===== src/rtl/kdop_pkg.sv =====
// ----------------------------------------------------------------------------
// kdop_pkg
// Shared types and constants for the k-DOP18 bounding volume unit.
// ----------------------------------------------------------------------------
package kdop_pkg;

  // Axis order: x, y, z, x+y, x+z, y+z, x-y, x-z, y-z
  localparam int AXES    = 9;
  localparam int THICK_W = 31;
  localparam int DIAG_W  = 32;  // round(thickness * sqrt2) fits in 32 bits
  localparam int PROD_W  = 62;

  // sqrt2 as unsigned Q1.30
  localparam logic [THICK_W-1:0] SQRT2_Q30  = 31'd1518500250;
  localparam logic [PROD_W-1:0]  ROUND_HALF = 62'd536870912;  // 2^29

  typedef enum logic [2:0] {
    OP_CLEAR   = 3'd0,
    OP_ADD     = 3'd1,
    OP_MERGE   = 3'd2,
    OP_OVERLAP = 3'd3,
    OP_INSIDE  = 3'd4,
    OP_SPLIT   = 3'd5
  } op_e;

  localparam logic [1:0] AXIS_X = 2'd0;
  localparam logic [1:0] AXIS_Y = 2'd1;
  localparam logic [1:0] AXIS_Z = 2'd2;

endpackage


===== src/rtl/kdop_overlap.sv =====
// ----------------------------------------------------------------------------
// kdop_overlap
// Overlap test of the first box against the second box widened by thickness.
// ----------------------------------------------------------------------------
module kdop_overlap
  import kdop_pkg::*;
#(
  parameter int BW = 34
) (
  input  logic signed [BW-1:0]      a_min_i [AXES],
  input  logic signed [BW-1:0]      a_max_i [AXES],
  input  logic signed [BW-1:0]      b_min_i [AXES],
  input  logic signed [BW-1:0]      b_max_i [AXES],
  input  logic        [THICK_W-1:0] thick_i,
  input  logic        [DIAG_W-1:0]  diag_i,
  output logic                      hit_o
);

  // Wide enough for bound +/- widening without overflow. Saturating the
  // widened bound to bound range gives the same compare outcome, since the
  // first box's bounds always lie inside that range.
  localparam int EW = ((BW > DIAG_W + 1) ? BW : DIAG_W + 1) + 1;

  logic signed [EW-1:0] lo [AXES];
  logic signed [EW-1:0] hi [AXES];
  logic signed [EW-1:0] w  [AXES];
  logic [AXES-1:0]      sep;

  always_comb begin
    for (int i = 0; i < AXES; i++) begin
      w[i]   = (i < 3) ? $signed(EW'(thick_i)) : $signed(EW'(diag_i));
      lo[i]  = EW'(b_min_i[i]) - w[i];
      hi[i]  = EW'(b_max_i[i]) + w[i];
      sep[i] = (EW'(a_min_i[i]) > hi[i]) || (EW'(a_max_i[i]) < lo[i]);
    end
  end

  assign hit_o = ~|sep;

endmodule


===== config.mk =====
export PLATFORM = sky130hd
export DESIGN_NAME = kdop_overlap
export DESIGN_NICKNAME = d
export VERILOG_FILES = /design/src/rtl/kdop_pkg.sv /design/src/rtl/kdop_overlap.sv
export SDC_FILE = /design/constraint.sdc
export NUM_CORES = 2
export LEC_CHECK = 0
export CORE_AREA = 2 2 496 498
export DETAILED_ROUTE_END_ITERATION = 8
export DIE_AREA = 0 0 498 500
export DONT_BUFFER_PORTS = 1
export GPL_ROUTABILITY_DRIVEN = 1
export PLACE_DENSITY_LB_ADDON = 0.25
export SYNTH_ARGS = -nofsm -noshare
export SYNTH_HDL_FRONTEND = slang
export SYNTH_SLANG_ARGS = --single-unit

===== constraint.sdc =====
create_clock -name vclk -period 7.1
set_input_delay 1.42 -clock vclk [all_inputs]
set_output_delay 1.42 -clock vclk [all_outputs]
set_load 0.005 [all_outputs]

==> results.tsv <==
metric	value	unit
critPathBufInv	4	
synth_top_area_share	37.2	%
finalMaxSlewViolations	0	
status	finished, violations left	
nets	9072	
crit_path_top_delay_cell	nor4_2	
row_count	182	
setup_viol	1	
ff_latch_area	0	µm²
seqPwrFrac	0	%
grt_pass1_vias	45900	
final.setup.worst_slack	-1.47	ns
wl	291000	µm
slew_headroom	50.1	%
grt_pass1_wl	384000	µm
dp_hpwl	269000	µm
cts_hold_buf	0	
vdd_drop_max	38.4	µV
maxCapViolations	0	
rsz0062_at_grt	yes	
wire_per_inst	29.4	µm
min_path_type	in2out	
crit_top_cell	buf_4	
die_width	498	µm
p_comb_share	100.0	%
viasPerCell	4.77	
start_kind	input pin	
netlist_area	40000	µm²
io_pins	1288	
seq_cell_count	0	
place_area	54300	µm²
synth.top_cells.by_count	ha_1, a21oi_1, a21o_1	
vias	47100	
dr.pass1.iters	6	
whs	3.67	ns
critical_path.top_delay_family	simple AND/OR/NAND/NOR gates	
post-place-ws	-2.78	ns
tightest_slew	0.742	ns
portBuffers	0	
antenna_left	0	
clkPwrFrac	0	%
worstPathArrival	7.15	ns
grt_max_degree	13	
min_period	8.57	ns
die_h	500	µm
synth.largest_area_cell	ha_1	
grt_overflow	0	
internal_power	0.00291	W
violations	negative setup slack	
avgSynthCellArea	7.63	µm²
p_sw_share	51.3	%
end_kind	output port	
final_area	55600	µm²
antenna_found_initial	238	
netlist_instances	5243	
core_area	244000	µm²
timing.fmax	117	MHz
synth_most_common_cell	ha_1	
final_core_util	22.7	%
p_leak	27.4	nW
critical_path.cell_chain	ha_1, fa_1, a211oi_1, o21a_1, o2111ai_1, and3_1, o21a_1, o21ai_0, buf_4, nand2b_1, a21oi_1, xnor2_1, ha_1, nand4_1, nor4_2, nand3_1, nor2_1, buf_4, o22ai_1, buf_12, nor4_4, nand4b_1, nor4_4, buf_4	
start_util	16.4	%
switchingPower	0.00306	W
netlist-cell-type-count	83	
ys_warn_count	0	
cp_max_fo	6	
num-clock-buffers	0	
synthTopCellsByArea	ha_1, a21o_1, a21oi_1	
critPathKind	in2out	
drt_iter0_markers	2873	
grt_util_all_layers	22.2	%
crit_required	5.68	ns
gp_congestion	0.967	
ys_seq_area_share	0	%
dieArea	249000	µm²
powerDensity	107	nW/µm²
slowest_delay	0.70	ns
drive_gt1_share	23.8	%
area_growth_syn_to_layout	38.9	%
period_share	121	%
hold_viol_final	0	
route.detailed.drc	0	
syn-num-nets	7739	
n_fill_cell	27200	
[cell families after synthesis]
group / share of synthesized area [%]
fa+ha+maj: 38.1
mux: 0.0250
compound gates: 31.1
buf+inv: 2.69
simple gates: 16.0
xor+xnor: 12.0
[stage by stage]
| stage | setup TNS (ns) | total power, W | instances |
|---|---|---|---|
| after CTS | -1.67 | 0.00591 | 9779 |
| after global placement | -2.80 | 0.00572 | 9760 |
| after detailed placement | -2.78 | 0.00579 | 9761 |
| after global routing | -1.92 | 0.00664 | 9833 |
| after floorplan | -0.0393 | 0.00346 | 5243 |
| final | -1.47 | 0.00596 | 9886 |
[cells in the final DEF (no fill, tap or decap), drive strengths merged, types with 128 or more instances in the layout]
cell type,instances
xnor2,279
nor2,280
a21oi,599
nand4,128
inv,261
ha,1191
buf,1347
xor2,269
o21ai,337
a21o,401
nand2,267
[routing by layer]
metal	wire length (µm)	vias to the layer above	GRT usage, %
met3	26400	481	8.56
met4	8890	148	5.75
met5	1020	-	0
met2	145000	1702	40.8
met1	110000	22000	23.5
li1	-	22800	-
[path summary, 6_finish.rpt]
check	depth (start not counted)	startpoint	slack, ns	end
worst min-delay path	5	a_max_i[94]	3.67	hit_o
worst max-delay path	24	thick_i[0]	-1.47	hit_o
[layout make-up]
type	instances	area (µm²)	share of cell area, %
timing repair buffer	1347	10400	18.7
multi-input combinational	4957	39900	71.8
antenna	92	230	0.414
inverter	270	1050	1.88
tap	3220	4030	7.25
[tightest hold or removal path, stage by stage]
cell	delay, ns
ha_1	0.17
nor4bb_1	0.28
buf_4	0.17
nor4_4	0.05
buf_4	0.14
[timing repair]
| item | CTS | global route |
|---|---|---|
| buffers inserted | 19 | 15 |
| endpoints found under the setup margin | 1 | 1 |
| gates resized for setup | 107 | 68 |
| pin swaps | 53 | 68 |
[power by group through the flow]
stage / Clock (W) / Combinational, W / Sequential (W)
floorplan: 0 / 0.00346 / 0
CTS: 0 / 0.00591 / 0
global route: 0.000000000764 / 0.00664 / 0
detailed placement: 0 / 0.00579 / 0
finish: 0.00000000184 / 0.00596 / 0
global placement: 0 / 0.00572 / 0
Note: power is estimated with default switching activity, not from simulation.
