## src/rtl/kdop_pkg.sv

```systemverilog
// ----------------------------------------------------------------------------
// kdop_pkg
// Shared types and constants for the k-DOP18 bounding volume unit.
// ----------------------------------------------------------------------------
package kdop_pkg;

  // Axis order: x, y, z, x+y, x+z, y+z, x-y, x-z, y-z
  localparam int AXES    = 9;
  localparam int THICK_W = 31;
  localparam int DIAG_W  = 32;  // round(thickness * sqrt2) fits in 32 bits
  localparam int PROD_W  = 62;

  // sqrt2 as unsigned Q1.30
  localparam logic [THICK_W-1:0] SQRT2_Q30  = 31'd1518500250;
  localparam logic [PROD_W-1:0]  ROUND_HALF = 62'd536870912;  // 2^29

  typedef enum logic [2:0] {
    OP_CLEAR   = 3'd0,
    OP_ADD     = 3'd1,
    OP_MERGE   = 3'd2,
    OP_OVERLAP = 3'd3,
    OP_INSIDE  = 3'd4,
    OP_SPLIT   = 3'd5
  } op_e;

  localparam logic [1:0] AXIS_X = 2'd0;
  localparam logic [1:0] AXIS_Y = 2'd1;
  localparam logic [1:0] AXIS_Z = 2'd2;

endpackage

```

## src/rtl/kdop_project.sv

```systemverilog
// ----------------------------------------------------------------------------
// kdop_project
// Projects a point onto the nine k-DOP18 axes at bound width.
// ----------------------------------------------------------------------------
module kdop_project
  import kdop_pkg::*;
#(
  parameter int CW = 32,
  parameter int BW = 34
) (
  input  logic signed [CW-1:0] px_i,
  input  logic signed [CW-1:0] py_i,
  input  logic signed [CW-1:0] pz_i,
  output logic signed [BW-1:0] proj_o [AXES]
);

  logic signed [BW-1:0] x, y, z;

  assign x = BW'(px_i);
  assign y = BW'(py_i);
  assign z = BW'(pz_i);

  assign proj_o[0] = x;
  assign proj_o[1] = y;
  assign proj_o[2] = z;
  assign proj_o[3] = x + y;
  assign proj_o[4] = x + z;
  assign proj_o[5] = y + z;
  assign proj_o[6] = x - y;
  assign proj_o[7] = x - z;
  assign proj_o[8] = y - z;

endmodule

```

## config.mk

```make
export PLATFORM = sky130hd
export DESIGN_NAME = kdop_project
export DESIGN_NICKNAME = d
export VERILOG_FILES = /design/src/rtl/kdop_pkg.sv /design/src/rtl/kdop_project.sv
export SDC_FILE = /design/constraint.sdc
export NUM_CORES = 1
export LEC_CHECK = 0
export BUFFER_PORTS_ARGS = -buffer_cell sky130_fd_sc_hd__buf_2
export CORE_AREA = 2 2 158 160
export DETAILED_ROUTE_END_ITERATION = 8
export DIE_AREA = 0 0 160 162
export PLACE_DENSITY = 0.77
export SYNTH_ARGS = -nofsm -noshare
export SYNTH_HDL_FRONTEND = slang
export SYNTH_SLANG_ARGS = --single-unit
```

## constraint.sdc

```tcl
create_clock -name vclk -period 3.51
set_clock_uncertainty 0.15 [all_clocks]
set_input_delay 0.351 -clock vclk [all_inputs]
set_output_delay 0.351 -clock vclk [all_outputs]
set_load 0.01 [all_outputs]
```

==> summary.txt <==
Final layout
  – CLK BUF: 0
  – Layout area overhead: 46.8%
  – Commonest cells after routing, fill and taps aside: 383 x buf_2, 283 x buf_4, 165 x nor2_1
  – Seq Cell Count: 0
  – FF/Latch Area: 0 um2
  – Layout cells sized above 1: 44.2%
  – Final Cell Area: 15900 um2
  – Final Util: 66.0%
  – Leading cell type in the layout, fill and taps excluded: buf_2
  – Fin nets: 2387
  – Fill cells: 2066

Yosys
  – Synthesized Nets: 1866
  – Cell variety after synth: 89
  – Mapped cell area: 10800 um2
  – Adder-Cell Fraction of Synth Area: 23.3%
  – Mapped Avg Cell Area: 6.89 um2
  – Syn. warnings: 0
  – Mux share of post-synthesis cell area: 0.196%
  – Sequential-to-total area share from yosys stat: 0%
  – XOR/XNOR Fraction of Synth Area: 13.5%
  – Compound-cell area share of the yosys netlist: 28.5%
  – Main combinational cell family by area after synthesis: compound AO/OA/AOI/OAI gates
  – Cells after synthesis: 1572
  – Simple-gate area share of the yosys netlist: 18.3%

Placed design
  – Routability cong.: 1.08
  – PortBufs: 402
  – Half-perimeter wire length after placement: 38900 um
  – Placed instance area: 14100 um2

Timing
  – Final setup fails: 18
  – RSZ-0062 raised after global routing: yes
  – Hold Fails Final Rpt: 0
  – Setup TNS: -0.642 ns
  – Fin. max-slew vios: 0
  – Peak Freq: 0.278 GHz
  – Final setup margin: -0.0857 ns
  – WHS: 0.818 ns
  – Slew headroom: 69.2%
  – Fin crit period: 3.60 ns
  – Tcrit/Tclk final: 102%
  – Worst Tran Pin Value: 0.459 ns

Detailed routing
  – Via Count: 13704
  – Highest metal layer with signal wires: met4
  – DRC: 0
  – Wire length on met1: 21600 um
  – Pre-antenna DRT Iters: 5
  – Wirelength per Cell: 20.1 um
  – Met2 Wirelength: 20500 um
  – DRT iter0 DRCs: 1210
  – Routed wl met3: 4170 um
  – Vias/cell: 5.66
  – Remaining antenna violation count: 0
  – Post-Route WL: 48600 um

Worst setup path
  – CP max FO: 3
  – Crit path kind: in2out
  – CP startpoint kind: input port
  – Worst Path Required: 3.01 ns
  – Critical path capture point type: output pin
  – Crit path DAT: 3.09 ns

Floorplanning
  – I/O Pins: 402
  – Core area: 24100 um2
  – Rows: 57
  – Starting Density: 45.0%
  – Die Ht: 162 um
  – Die ar.: 25900 um2
  – Die width: 160 um

Global routing
  – Global router's overall resource usage: 33.7%
  – First-pass GRT wire length: 69600 um
  – Vias in the first global route: 12510
  – Grt ovf: 0
  – Largest net degree at the start of global routing: 13
  – Initial antenna violation count: 5

Power
  – LEAKAGE: 7.82 nW
  – Peak VDD IR: 0.123 mV
  – Pwr per Cell Area: 241 nW/um2

Worst hold path
  – Hold depth: 2
  – Hold Path End: proj_o[234]
  – Worst Hold Launch: pz_i[30]
  – Worst hold path type: in2out

Flow run
  – Max-cap viol count: 0

Status
  – Failing checks: setup timing
  – Status: finished, violations left

Clock network
  – CTS Hold Bufs: 0
-- kinds of logic after synthesis --
logic type | Yosys count
AO/OA/AOI/OAI | 447
AND/OR/NAND/NOR | 415
buffers and inverters | 343
adder cells (fa/ha/maj) | 198
XOR/XNOR | 167
multiplexers | 2
-- report_power, final --
part	total [W]	switching, W	internal (W)
registers	0	0	0
clock network	0.000000000191	0	0.000000000191
logic	0.00383	0.00214	0.00169
-- worst max-delay path, stage by stage --
cell and delay [ns]:
buf_8 0.10, buf_6 0.12, buf_12 0.12, ha_4 0.16
fa_2 0.35, nand2b_1 0.09, a21o_1 0.15, a21oi_2 0.08
o21ai_2 0.12, nand3_2 0.10, a221oi_2 0.26, buf_4 0.18
o31ai_4 0.07, a211o_1 0.32, a21boi_2 0.20, xnor2_2 0.15
buf_2 0.16
-- per-stage QoR --
stage / std cells / total power, W / setup slack [ns]
6_report: 2420 / 0.00383 / -0.0857
5_1_grt: 2420 / 0.00407 / -0.200
4_1_cts: 2399 / 0.00354 / -0.0772
3_5_place_dp: 2377 / 0.00335 / -0.340
3_3_place_gp: 2377 / 0.00333 / -0.313
2_1_floorplan: 1572 / 0.00196 / -0.0436
-- cells in the mapped netlist (4+ instances only) --
master	instances	share of area [%]
nor4_1	10	0.58
o21ai_1	7	0.32
a311oi_1	4	0.32
nor2b_1	23	1.3
a211oi_1	13	0.90
o211ai_1	10	0.69
a31oi_1	13	0.75
o21a_1	17	1.2
nand4_1	16	0.92
inv_1	153	5.3
clkbuf_1	50	1.7
nand2_1	73	2.5
o22ai_1	4	0.23
nand3_1	21	0.97
o41ai_2	4	0.60
or3_1	14	0.81
buf_1	5	0.17
o221ai_1	5	0.40
nor3_1	32	1.5
o21ai_0	57	2.6
and2_1	4	0.23
a21o_1	27	1.9
a211o_1	4	0.32
buf_2	12	0.55
fa_1	6	1.1
o31a_1	6	0.48
and3_1	4	0.23
o21bai_1	38	2.6
xor2_1	37	3.0
a21boi_0	6	0.42
ha_1	192	22
nand2b_1	21	1.2
buf_4	117	8.1
o2111ai_1	5	0.40
a21oi_1	151	7.0
o41ai_1	5	0.40
xnor2_1	130	11
nor2_1	173	6.0
a221oi_1	8	0.65
nand3b_1	4	0.28
o31ai_1	11	0.76
-- final cells by class --
class                           count  area (um2)  share of cell area, %
Multi-Input combinational cell   1229       10300                   65.0
Inverter                          156         611                   3.84
Tap cell                          324         405                   2.55
Timing Repair Buffer              706        4550                   28.6
Antenna cell                        5        12.5                 0.0786
-- what timing repair did --
action | CTS | global route
resized for setup | 151 | 156
setup endpoints to repair | 59 | 70
buffers inserted | 22 | 20
pin swaps | 74 | 91
-- worst max-delay path by stage --
| stage | from | endpoint | cells after the start |
|---|---|---|---|
| after floorplan | px_i[0] | proj_o[67] | 14 |
| after global placement | px_i[0] | proj_o[66] | 15 |
| after detailed placement | px_i[0] | proj_o[67] | 15 |
| after CTS | px_i[0] | proj_o[64] | 16 |
| after global routing | py_i[0] | proj_o[196] | 17 |
| final | py_i[0] | proj_o[196] | 17 |
-- metal layers --
metal  track usage [%]  up-vias
met4              12.4        0
met2              50.8      767
li1                  -     6376
met3              2.89      148
met1              49.7     6413
met5                 0        -
(Power assumes the default switching activity.)
