## src/rtl/kdop_pkg.sv

```systemverilog
// ----------------------------------------------------------------------------
// kdop_pkg
// Shared types and constants for the k-DOP18 bounding volume unit.
// ----------------------------------------------------------------------------
package kdop_pkg;

  // Axis order: x, y, z, x+y, x+z, y+z, x-y, x-z, y-z
  localparam int AXES    = 9;
  localparam int THICK_W = 31;
  localparam int DIAG_W  = 32;  // round(thickness * sqrt2) fits in 32 bits
  localparam int PROD_W  = 62;

  // sqrt2 as unsigned Q1.30
  localparam logic [THICK_W-1:0] SQRT2_Q30  = 31'd1518500250;
  localparam logic [PROD_W-1:0]  ROUND_HALF = 62'd536870912;  // 2^29

  typedef enum logic [2:0] {
    OP_CLEAR   = 3'd0,
    OP_ADD     = 3'd1,
    OP_MERGE   = 3'd2,
    OP_OVERLAP = 3'd3,
    OP_INSIDE  = 3'd4,
    OP_SPLIT   = 3'd5
  } op_e;

  localparam logic [1:0] AXIS_X = 2'd0;
  localparam logic [1:0] AXIS_Y = 2'd1;
  localparam logic [1:0] AXIS_Z = 2'd2;

endpackage

```

## src/rtl/kdop_split.sv

```systemverilog
// ----------------------------------------------------------------------------
// kdop_split
// Split axis (largest x/y/z extent) and floored centre on that axis, saturated to CW.
// ----------------------------------------------------------------------------
module kdop_split
  import kdop_pkg::*;
#(
  parameter int CW = 32,
  parameter int BW = 34
) (
  input  logic signed [BW-1:0] min_i [AXES],
  input  logic signed [BW-1:0] max_i [AXES],
  output logic        [1:0]    axis_o,
  output logic signed [CW-1:0] pos_o
);

  localparam logic signed [BW-1:0] C_HI = {{(BW-CW+1){1'b0}}, {(CW-1){1'b1}}};
  localparam logic signed [BW-1:0] C_LO = {{(BW-CW+1){1'b1}}, {(CW-1){1'b0}}};

  logic signed [BW:0]   wx, wy, wz, sum;
  logic signed [BW-1:0] centre;

  assign wx = (BW+1)'(max_i[0]) - (BW+1)'(min_i[0]);
  assign wy = (BW+1)'(max_i[1]) - (BW+1)'(min_i[1]);
  assign wz = (BW+1)'(max_i[2]) - (BW+1)'(min_i[2]);

  always_comb begin
    priority if (wx >= wy && wx >= wz) begin
      axis_o = AXIS_X;
      sum    = (BW+1)'(min_i[0]) + (BW+1)'(max_i[0]);
    end else if (wy >= wz) begin
      axis_o = AXIS_Y;
      sum    = (BW+1)'(min_i[1]) + (BW+1)'(max_i[1]);
    end else begin
      axis_o = AXIS_Z;
      sum    = (BW+1)'(min_i[2]) + (BW+1)'(max_i[2]);
    end
    centre = sum[BW:1];  // floor(sum / 2)
    priority if (centre > C_HI) begin
      pos_o = C_HI[CW-1:0];
    end else if (centre < C_LO) begin
      pos_o = C_LO[CW-1:0];
    end else begin
      pos_o = centre[CW-1:0];
    end
  end

endmodule

```

## config.mk

```make
export PLATFORM = sky130hd
export DESIGN_NAME = kdop_split
export DESIGN_NICKNAME = d
export VERILOG_FILES = /design/src/rtl/kdop_pkg.sv /design/src/rtl/kdop_split.sv
export SDC_FILE = /design/constraint.sdc
export NUM_CORES = 1
export LEC_CHECK = 0
export BUFFER_PORTS_ARGS = -buffer_cell sky130_fd_sc_hd__buf_2
export CAP_MARGIN = 20
export CELL_PAD_IN_SITES_DETAIL_PLACEMENT = 0
export CELL_PAD_IN_SITES_GLOBAL_PLACEMENT = 1
export CORE_AREA = 10 10 244 246
export DETAILED_ROUTE_END_ITERATION = 8
export DIE_AREA = 0 0 254 256
export PLACE_DENSITY = 0.69
export SLEW_MARGIN = 20
export SYNTH_ARGS = -nofsm -noshare
export SYNTH_HDL_FRONTEND = slang
export SYNTH_SLANG_ARGS = --single-unit
```

## constraint.sdc

```tcl
create_clock -name vclk -period 10.7
set_input_delay 0.535 -clock vclk [all_inputs]
set_output_delay 0.535 -clock vclk [all_outputs]
set_load 0.02 [all_outputs]
```

==> metrics.md <==
| Metric | Value |
|---|---|
| Status | finished clean |
| Slew headroom | 27.08% |
| Max Slew Vio Count | 0 |
| Nets | 3049 |
| Hold EP | pos_o[29] |
| CP Class | input port to output port |
| Drt first pass iters | 5 |
| Placer Congestion | 0.9125 |
| Worst hold path class | input port to output port |
| DR vias | 14472 |
| Crit path max fanout | 35 |
| Cell with the largest stage delay on the worst path | o211a_2 |
| Core Footprint | 0.05466 mm^2 |
| Cell Pwr Density | 134.0 mW/mm^2 |
| Die X | 254 um |
| # setup viols final | 0 |
| Vias in the first global route | 14108 |
| Fmax | 0.1119 GHz |
| ANT nets after route | 0 |
| # clk buffers | 0 |
| Most used cell, CP | o21ai_0 |
| Min Clock Period, post-route | 8935 ps |
| Chip height | 256 um |
| Mapped Cells | 1965 |
| CP endpoint kind | output port |
| Die area | 0.06502 mm^2 |
| Total grt overflow | 0 |
| Setup TNS | 0 ps |
| Area of the multi-input gates | 0.01231 mm^2 |
| Largest net degree at the start of global routing | 36 |
| Net count after synthesis | 2885 |
| FF+latch count | 0 |
| FF+latch area | 0 um^2 |
| Setup Buffers After CTS | 0 |
| Initial Util | 24.90% |
| First-pass GRT wire length | 84.41 mm |
| Post-DR vias/cell | 5.089 |
| Cell variety after synth | 80 |
| Final WL | 56.75 mm |
| Filler Cells Inserted | 6083 |
| Fin crit share | 83.51% |
| WHS Path Cells | 8 |
| Initial antenna violation count | 28 |
| # DRC | 0 |
| Worst Tran Pin Value | 1082 ps |
| Post-route cell area | 0.01538 mm^2 |
| Crit start category | input port |
| CP required | 10170 ps |
| Avg Inst Size Synth | 6.926 um^2 |
| Placed standard-cell area | 0.01534 mm^2 |
| Port buffer count | 238 |
| Synth warn | 0 |
| Ports | 646 |
| Post-DR wirelength/cell | 19.95 um |
| GRT Total Usage | 16.57% |
| Area grow syn2layout | 12.97% |
| CTS resizes | 0 |
| Leakage power total | 7.467 nW |
| DP Wirelength | 50.74 mm |
| Peak VDD IR | 185.3 uV |
| Crit path DAT | 8400 ps |
| 1st-iter DRT viols | 1117 |
| RSZ-0062 raised after global routing | false |
| Max-cap violations | 0 |
| Cell Area, Synth | 0.01361 mm^2 |
| Hold path start | min_i[301] |
| Ratio of cells with drive above 1 in the final layout | 13.68% |
| Post-CTS Hold Buffers | 0 |
| Register area share after synthesis | 0% |
| Final Hold Fails | 0 |
| Row cnt | 86 |
| Worst path max stage delay | 740 ps |
[routing by layer]
metal / vias to the layer above / global-route usage (%) / wire length (um)
met1: 6688 / 22.72 / 27210
met5: - / 0 / 127
met2: 413 / 25.88 / 23990
met4: 22 / 3.725 / 1570
li1: 7299 / - / -
met3: 50 / 3.543 / 3854
[cell usage after synthesis, drive strengths merged, types with 4 or more instances]
cell / count / area share, %
a2111oi: 4 / 0.26
a211o: 8 / 0.51
a211oi: 32 / 1.8
a21boi: 4 / 0.22
a21o: 62 / 3.4
a21oi: 256 / 9.7
a221o: 4 / 0.29
a221oi: 5 / 0.41
a31o: 6 / 0.39
a31oi: 12 / 0.66
and2: 5 / 0.23
and3: 10 / 0.46
and4: 5 / 0.32
buf: 25 / 1.2
clkbuf: 54 / 1.5
fa: 6 / 0.88
ha: 302 / 28
inv: 248 / 6.8
maj3: 5 / 0.37
mux2i: 21 / 1.7
nand2: 70 / 1.9
nand2b: 29 / 1.3
nand3: 26 / 0.96
nand4: 39 / 1.8
nor2: 157 / 4.3
nor2b: 24 / 1.1
nor3: 32 / 1.2
nor4: 14 / 0.64
nor4b: 4 / 0.26
o211ai: 10 / 0.55
o21a: 13 / 0.77
o21ai: 132 / 5.2
o21bai: 64 / 3.6
o221ai: 4 / 0.26
o22ai: 4 / 0.18
o31a: 10 / 0.64
o31ai: 22 / 1.3
or2: 7 / 0.32
or3: 8 / 0.40
or4: 7 / 0.41
xnor2: 154 / 10
xor2: 29 / 1.9
[per-stage QoR]
stage | std cells | utilization (%) | setup slack [ps] | hold WS (ps) | power [mW]
6_report | 2844 | 28.13 | 1765 | 1888 | 2.060
5_1_grt | 2832 | 28.07 | 1234 | 1970 | 2.240
4_1_cts | 2831 | 28.07 | 1737 | 1904 | 2.060
3_5_place_dp | 2831 | 28.07 | 1750 | 1893 | 2.050
3_3_place_gp | 2831 | 28.07 | 1751 | 1898 | 2.034
2_1_floorplan | 1965 | - | 3677 | 1576 | 1.368
[critical path, delay by kind of cell]
| family | cells | cell delay (ps) |
|---|---|---|
| and+or+nand+nor | 7 | 1160 |
| adders and majority gates | 4 | 1160 |
| AOI/OAI and AO/OA | 15 | 4390 |
| muxes | 1 | 190 |
| buffers and inverters | 5 | 920 |
[report_power, final]
group,switching [mW],leakage [nW],internal [mW]
combinational,1.36,7.47,0.702
clock,0,0.0000824,0.000000163
sequential,0,0,0
[cells by family (layout without fill, tap and decap cells)]
family / Yosys count / in the layout / share of synthesized area (%)
AO/OA/AOI/OAI: 676 / 676 / 31.67
XOR/XNOR: 183 / 183 / 11.94
adder cells (fa/ha/maj): 313 / 313 / 29.01
buffers and inverters: 328 / 490 / 9.579
multiplexers: 22 / 22 / 1.774
other: 0 / 13 / 0
AND/OR/NAND/NOR: 443 / 443 / 16.02
[how the worst max path moves through the flow]
stage                          start  slack, ps         to
after floorplan           max_i[204]       3680   pos_o[0]
after global placement    max_i[204]       1750  pos_o[11]
after detailed placement  max_i[204]       1750  pos_o[11]
after CTS                 max_i[204]       1740  pos_o[11]
after global routing      max_i[272]       1230  pos_o[11]
final                     max_i[204]       1760   pos_o[3]
[area by class of cell]
| cell class | count | share of cell area, % |
|---|---|---|
| repair buffers | 241 | 7.893 |
| multi-input cells | 1637 | 80.09 |
| diodes | 13 | 0.2116 |
| inverters | 249 | 6.079 |
| well taps | 704 | 5.729 |
[cell usage in the layout (no fill, tap or decap), types with 11 or more instances in the layout]
| cell | Yosys | final |
|---|---|---|
| a211oi_1 | 32 | 32 |
| a21o_1 | 62 | 62 |
| a21oi_1 | 249 | 249 |
| a31oi_1 | 11 | 11 |
| buf_2 | 16 | 238 |
| diode_2 | 0 | 13 |
| ha_1 | 302 | 302 |
| inv_1 | 246 | 246 |
| mux2i_1 | 18 | 18 |
| nand2_1 | 70 | 70 |
| nand2b_1 | 29 | 29 |
| nand3_1 | 26 | 26 |
| nand4_1 | 39 | 39 |
| nor2_1 | 157 | 157 |
| nor2b_1 | 24 | 24 |
| nor3_1 | 32 | 32 |
| nor4_1 | 14 | 14 |
| o21a_1 | 12 | 12 |
| o21ai_0 | 121 | 121 |
| o21bai_1 | 63 | 63 |
| o31ai_1 | 21 | 21 |
| xnor2_1 | 151 | 151 |
| xor2_1 | 29 | 29 |
Note: power is estimated with default switching activity, not from simulation.
